[src/rtl/pbsr_pkg.sv]
// Shared constants, codes and controller/datapath interface types for the slot ring.
package pbsr_pkg;

    // Ring geometry and cookie width.
    localparam int INDEX_BITS  = 6;
    localparam int COOKIE_BITS = 24;
    localparam int NUM_SLOTS   = 1 << INDEX_BITS;
    localparam int MAX_RESULTS = 64;
    localparam int CNT_W       = $clog2(MAX_RESULTS + 1);

    // Highest cookie value that is produced; incrementing it wraps to zero.
    localparam logic [COOKIE_BITS-1:0] COOKIE_LAST = {{(COOKIE_BITS-1){1'b1}}, 1'b0};

    // Reset value of the hold time register.
    localparam logic [15:0] HOLD_RESET = 16'd1000;

    // Operation codes carried in the input tuser.
    typedef enum logic [2:0] {
        OP_SAVE     = 3'd0,
        OP_RETRIEVE = 3'd1,
        OP_DISCARD  = 3'd2,
        OP_FLUSH    = 3'd3,
        OP_TICK     = 3'd4
    } pbsr_op_t;

    // Result status codes.
    typedef enum logic [1:0] {
        ST_DONE     = 2'd0,
        ST_HELD     = 2'd1,
        ST_NO_MATCH = 2'd2
    } pbsr_status_t;

    // Handle kinds reported with a result.
    typedef enum logic [1:0] {
        KIND_NONE = 2'd0,
        KIND_USE  = 2'd1,
        KIND_FREE = 2'd2
    } pbsr_kind_t;

    // Controller states.
    typedef enum logic [2:0] {
        S_IDLE,
        S_EXEC,
        S_FLUSH_SCAN,
        S_FLUSH_EMIT,
        S_FLUSH_EMPTY
    } pbsr_state_t;

    // Commands from the controller to the datapath.
    typedef struct packed {
        logic take;
        logic exec;
        logic scan;
        logic next;
        logic emit;
        logic emit_empty;
    } pbsr_cmd_t;

    // Status from the datapath to the controller.
    typedef struct packed {
        logic occ_hit;
        logic budget_ok;
        logic scan_end;
        logic count_zero;
        logic out_free;
    } pbsr_stat_t;

endpackage

[src/rtl/pbsr_ctrl.sv]
// Controller state machine that sequences item execution and the flush walk.
module pbsr_ctrl import pbsr_pkg::*; (
    input  logic       aclk,
    input  logic       aresetn,
    input  logic       s_valid,
    input  logic [2:0] s_op,
    output logic       s_ready,
    input  pbsr_stat_t stat,
    output pbsr_cmd_t  cmd
);

    pbsr_state_t state_reg;
    pbsr_state_t state_next;

    // State register.
    always_ff @(posedge aclk) begin
        if (!aresetn) begin
            state_reg <= S_IDLE;
        end else begin
            state_reg <= state_next;
        end
    end

    // Next state and command decode.
    always_comb begin
        state_next = state_reg;
        cmd        = '0;
        s_ready    = 1'b0;
        unique case (state_reg)
            S_IDLE: begin
                s_ready = 1'b1;
                if (s_valid) begin
                    cmd.take = 1'b1;
                    case (s_op)
                        OP_SAVE, OP_RETRIEVE, OP_DISCARD: state_next = S_EXEC;
                        OP_FLUSH:                         state_next = S_FLUSH_SCAN;
                        default:                          state_next = S_IDLE;
                    endcase
                end
            end
            S_EXEC: begin
                if (stat.out_free) begin
                    cmd.exec   = 1'b1;
                    state_next = S_IDLE;
                end
            end
            S_FLUSH_SCAN: begin
                // Every visited slot is cleared; reported ones wait for the output.
                cmd.scan = 1'b1;
                if (stat.occ_hit && stat.budget_ok) begin
                    state_next = S_FLUSH_EMIT;
                end else if (stat.scan_end) begin
                    state_next = stat.count_zero ? S_FLUSH_EMPTY : S_IDLE;
                end else begin
                    cmd.next = 1'b1;
                end
            end
            S_FLUSH_EMIT: begin
                if (stat.out_free) begin
                    cmd.emit = 1'b1;
                    if (stat.scan_end) begin
                        state_next = S_IDLE;
                    end else begin
                        cmd.next   = 1'b1;
                        state_next = S_FLUSH_SCAN;
                    end
                end
            end
            S_FLUSH_EMPTY: begin
                if (stat.out_free) begin
                    cmd.emit_empty = 1'b1;
                    state_next     = S_IDLE;
                end
            end
            default: begin
                state_next = S_IDLE;
            end
        endcase
    end

endmodule

[config.mk]
export PLATFORM = sky130hd
export DESIGN_NAME = pbsr_ctrl
export DESIGN_NICKNAME = d
export VERILOG_FILES = /design/src/rtl/pbsr_pkg.sv /design/src/rtl/pbsr_ctrl.sv
export SDC_FILE = /design/constraint.sdc
export NUM_CORES = 1
export LEC_CHECK = 0
export BUFFER_PORTS_ARGS = -buffer_cell sky130_fd_sc_hd__clkbuf_2
export CORE_AREA = 2 2 39 41
export CTS_BUF_LIST = sky130_fd_sc_hd__clkbuf_16
export CTS_CLUSTER_SIZE = 20
export DETAILED_ROUTE_END_ITERATION = 16
export DIE_AREA = 0 0 41 43
export GPL_TIMING_DRIVEN = 0
export HOLD_SLACK_MARGIN = 0.06
export MAX_ROUTING_LAYER = met4
export PLACE_DENSITY = 0.46
export SLEW_MARGIN = 20
export SYNTH_ARGS = -nofsm -noshare
export SYNTH_HDL_FRONTEND = slang
export SYNTH_SLANG_ARGS = --single-unit
export TNS_END_PERCENT = 5
[constraint.sdc]
create_clock -name aclk -period 1.3 [get_ports aclk]
set_clock_uncertainty 0.05 [all_clocks]
set_input_delay 0.065 -clock aclk [delete_from_list [all_inputs] [get_ports aclk]]
set_output_delay 0.065 -clock aclk [all_outputs]
set_load 0.005 [all_outputs]
Word-level counts from Yosys, hierarchy flattened
Cells that the tools add are included.
{ "word_totals": {"inputBits": 11, "word_cells": 39, "output_inout_bits": 7, "ff_bits": 3} }
{ "op_classes": {"eq_ne": 11, "mux": 21, "n_reduce_logical": 6} }
{ "ops": {"columns": ["operator", "n"], "rows": [
  ["$mux W3", 6],
  ["$eq A3 B2 Y1 const B", 4],
  ["$pmux W3 S4", 1],
  ["$mux W1", 10],
  ["$eq A3 B1 Y1 const B", 2],
  ["$logic_not A3 Y1", 2],
  ["$mux W2", 2],
  ["$ne A2 B2 Y1 const B", 2],
  ["$pmux W2 S2", 1],
  ["$reduce_and A4 Y1", 1],
  ["$eq A3 B3 Y1 const B", 1],
  ["$ne A3 B3 Y1 const B", 1],
  ["$reduce_or A3 Y1", 1],
  ["$ne A2 B1 Y1 const B", 1],
  ["$pmux W1 S2", 1],
  ["$reduce_or A2 Y1", 1],
  ["$logic_and A1 B1 Y1", 1]
]} }

Logic depth before layout (Yosys ltp)
{ "logic_depth": {"ltp_word": 5, "depth_mapped": 5, "mapped_depth_nobuf": 4} }

Worst setup path after synthesis
OpenSTA, ideal clock, no wires.
{ "synth_timing": {"kind": "flip-flop to flip-flop", "startpoint": "register state_reg[2]", "endpoint": "register state_reg[1]", "setup_time_ns": 0.120, "stages_incl_launch_ff": 6, "setup_slack_ns": 0.126, "required_time_ns": 1.130, "arrival_time_ns": 1.004, "cell_sequence": "dfxtp_1 > buf_6 > mux2i_1 > a22o_1 > a31oi_2 > a21oi_1"} }
{ "synth_between": {"elab_chain_len": 4} }
{ "synth_rtl": {"columns": ["item", "line_no", "text"], "rows": [
  ["from (decl)", "pbsr_ctrl.sv:12", "pbsr_state_t state_reg;"],
  ["from (signal assigned)", "pbsr_ctrl.sv:20", "state_reg <= state_next;"],
  ["$eq A3 B3 Y1 / $eq A3 B1 Y1 (equally long branches)", "pbsr_ctrl.sv:29", "unique case (state_reg)"],
  ["$reduce_or A2 Y1 (no line)", null, null],
  ["$ne A2 B1 Y1 (no line)", null, null],
  ["$reduce_and A4 Y1 (no line)", null, null]
]} }
Several ways; a longest one is shown, not always the timed one.
A chain may end at the register's enable or synchronous reset.

==> summary.txt <==
Synthesis
  – Top post-synthesis cells by area: dfxtp_1 20%, nand2_1 8.7%, mux2i_1 6.6%
  – Synth top cells by count: 7 x nand2_1, 4 x nor2_1, 3 x dfxtp_1
  – Share of the synthesized area in the top cell type: 19.8%
  – YS warnings: 0
  – Yosys reg bits: 3
  – Avg Cell Area, Syn: 7.97 sq um
  – Synth cell types: 23
  – Synthesized net count: 49
  – EDFF count, synth: 0
  – Area leader, netlist: dfxtp_1
  – Most used DFF post-synth: dfxtp_1
  – Top-count cell post-synth: nand2_1
  – Post-Synthesis Cells: 38
  – Mapped Area: 303 sq um
  – Asr flop ratio synth: 0%
  – Seq/Total Area, Yosys: 19.8%

Clock network
  – CTS clock-pin slew for the worst setup and hold paths: 0.03 ns
  – CTS H-tree depth: 1
  – Root Buffer: clkbuf_16
  – Clock latency on the worst-skew pair: 0.22 ns
  – CTS tree: built
  – Max Root-Sink Buffers: 2
  – Clk sinks: 3
  – CTS buffer count: 3

GRT
  – Vias in the first global route: 265
  – Largest net degree at the start of global routing: 9
  – Remaining Overflow, GRT: 0
  – First-pass GRT wire length: 1.01 mm
  – Total GRT Usage: 9.15%
  – Initial antenna violation count: 0

Route
  – Final WL: 777 um
  – DR pass1 iterations: 2
  – DRT iter0 DRCs: 2
  – Drt wl/cell: 9.84 um
  – Via count: 357
  – Antenna-violating nets left: 0
  – Via density: 4.52
  – Remaining DRCs: 0

Power
  – Psw: 0.186 mW
  – Internal power: 0.610 mW
  – Sw Share: 23.4%
  – Post-layout power: 0.796 mW
  – Clock network power share: 59.4%
  – Flop pwr share: 15.1%
  – Logic pwr share: 25.5%
  – Lkg Pwr: 0.249 nW
  – PD cells: 1420 nW/um^2
  – Peak VDD IR: 790 uV

Floorplan
  – Core ar.: 1380 sq um
  – Die Y: 43 um
  – Io pins: 18
  – Area of the die: 1760 sq um
  – Initial Util: 21.9%
  – Die Width: 41 um
  – # rows: 14

Status
  – Failing checks: negative setup slack
  – Status: finished with violations

Min path
  – Hold path depth: 3
  – HP Class: input pin to flip-flop
  – Hold wc startpoint: s_op[2]
  – Hold endpoint: state_reg[0]

Final layout
  – # diodes: 0
  – Footprint of the multi-input gates: 254 sq um
  – Fillers: 152
  – Layout cells sized above 1: 57.1%
  – Reg area: 62.6 sq um
  – Max reg flops: 3
  – Fin area: 559 sq um
  – Area delta synth->final: 84.7%
  – Fin cells: 79
  – Nets: 75

Worst setup path
  – R2R depth: 6
  – WP data arrival: 1.22 ns
  – CP Max Fanout: 5
  – Worst setup EP type: output port
  – CP startpoint kind: flip-flop
  – R2R Setup Slk: 0.02 ns
  – Critical path data required time: 1.19 ns
  – Worst r2r dst: state_reg[0]
  – Crit path kind: flip-flop to output port
  – Reg2reg start: state_reg[0]

STA
  – Highest clock rate: 748 MHz
  – Rel. slew slack: 80.4%
  – Slew Viols, Final: 0
  – Setup TNS: -0.0377 ns
  – RSZ-0062 raised after global routing: yes
  – Slew @ Worst Pin: 0.292 ns
  – Final hold violations: 0
  – Final setup vio count: 1
  – Final period utilization: 103%
  – Tmin final: 1.34 ns
  – Final WS setup: -0.0377 ns
  – Hold_ws: 0.0971 ns

Run
  – MaxCap Viol Count: 0

Placement
  – DP Area: 408 sq um
  – DP Cell Count: 71
  – RePlAce Congestion: 0.675
  – I/O Buffers: 17
  – Dpl hpwl: 599 um
-- worst max path at each step --
stage,from,to,cells past startpoint
final,state_reg[0],cmd[2],4
after global routing,state_reg[2],cmd[2],4
after CTS,state_reg[0],cmd[2],4
after detailed placement,state_reg[2],state_reg[0],5
after global placement,state_reg[1],state_reg[0],4
after floorplan,state_reg[2],state_reg[1],5
-- layout by cell type (no fill, tap or decap), drive strengths merged --
cell,count
nand3b,1
nor2,4
inv,2
a21oi,2
nor4,1
nand2b,1
clkbuf,19
nor3b,2
o22ai,1
mux2i,2
o21ai,1
nor3,2
a2111oi,1
nand2,7
a22o,1
dfxtp,3
buf,6
and3b,1
and2,2
dlygate4sd3,1
a31oi,1
o211ai,1
o21bai,1
-- per-layer routing --
layer | routed length (um) | GRT usage (%)
met5 | 0 | -
met4 | 0 | 2.00
met3 | 78 | 6.28
met2 | 337 | 14.1
met1 | 360 | 9.29
-- power by group through the flow --
stage | Sequential (mW) | Clock, mW | Combinational (mW)
finish | 0.120 | 0.473 | 0.203
floorplan | 0.110 | 0 | 0.108
global route | 0.122 | 0.498 | 0.222
CTS | 0.117 | 0.484 | 0.199
detailed placement | 0.113 | 0 | 0.163
global placement | 0.114 | 0 | 0.164
-- through the flow --
| stage | util (%) | setup WS, ns |
|---|---|---|
| final | 40.4 | -0.0377 |
| after global routing | 40.4 | -0.0810 |
| after CTS | 39.5 | -0.0925 |
| after detailed placement | 29.5 | 0.0218 |
| after global placement | 29.5 | 0.0133 |
| after floorplan | - | 0.126 |
-- logic make-up (layout without fill, tap and decap cells) --
family                 after synthesis  after routing  share of synthesized area (%)
AOI/OAI and AO/OA                    9              9                           25.2
buffers and inverters                3             28                           7.44
and+or+nand+nor                     21             21                           40.9
DFF                                  3              3                           19.8
muxes                                2              2                           6.61
-- critical path, cell delays in order (launching register included) --
cell	delay, ns
dfxtp_2	0.30
buf_6	0.12
buf_4	0.15
a2111oi_4	0.27
buf_2	0.16
-- what timing repair did --
action                                 CTS  global route
buffers inserted                         3             0
setup endpoints to repair                2             8
resized for setup                        7             3
pin swaps                                3             1
endpoints found under the hold margin    2             0
hold buffers                             1             0
-- layout make-up --
cell class                 instances  area share (%)
multi-input combinational         32            45.4
timing repair buffer              21            21.0
clock buffer                       3            13.4
sequential                         3            11.2
buffer                             2            4.03
tap                               16            3.58
clock inverter                     1           0.671
inverter                           1           0.671
(Power assumes the default switching activity.)
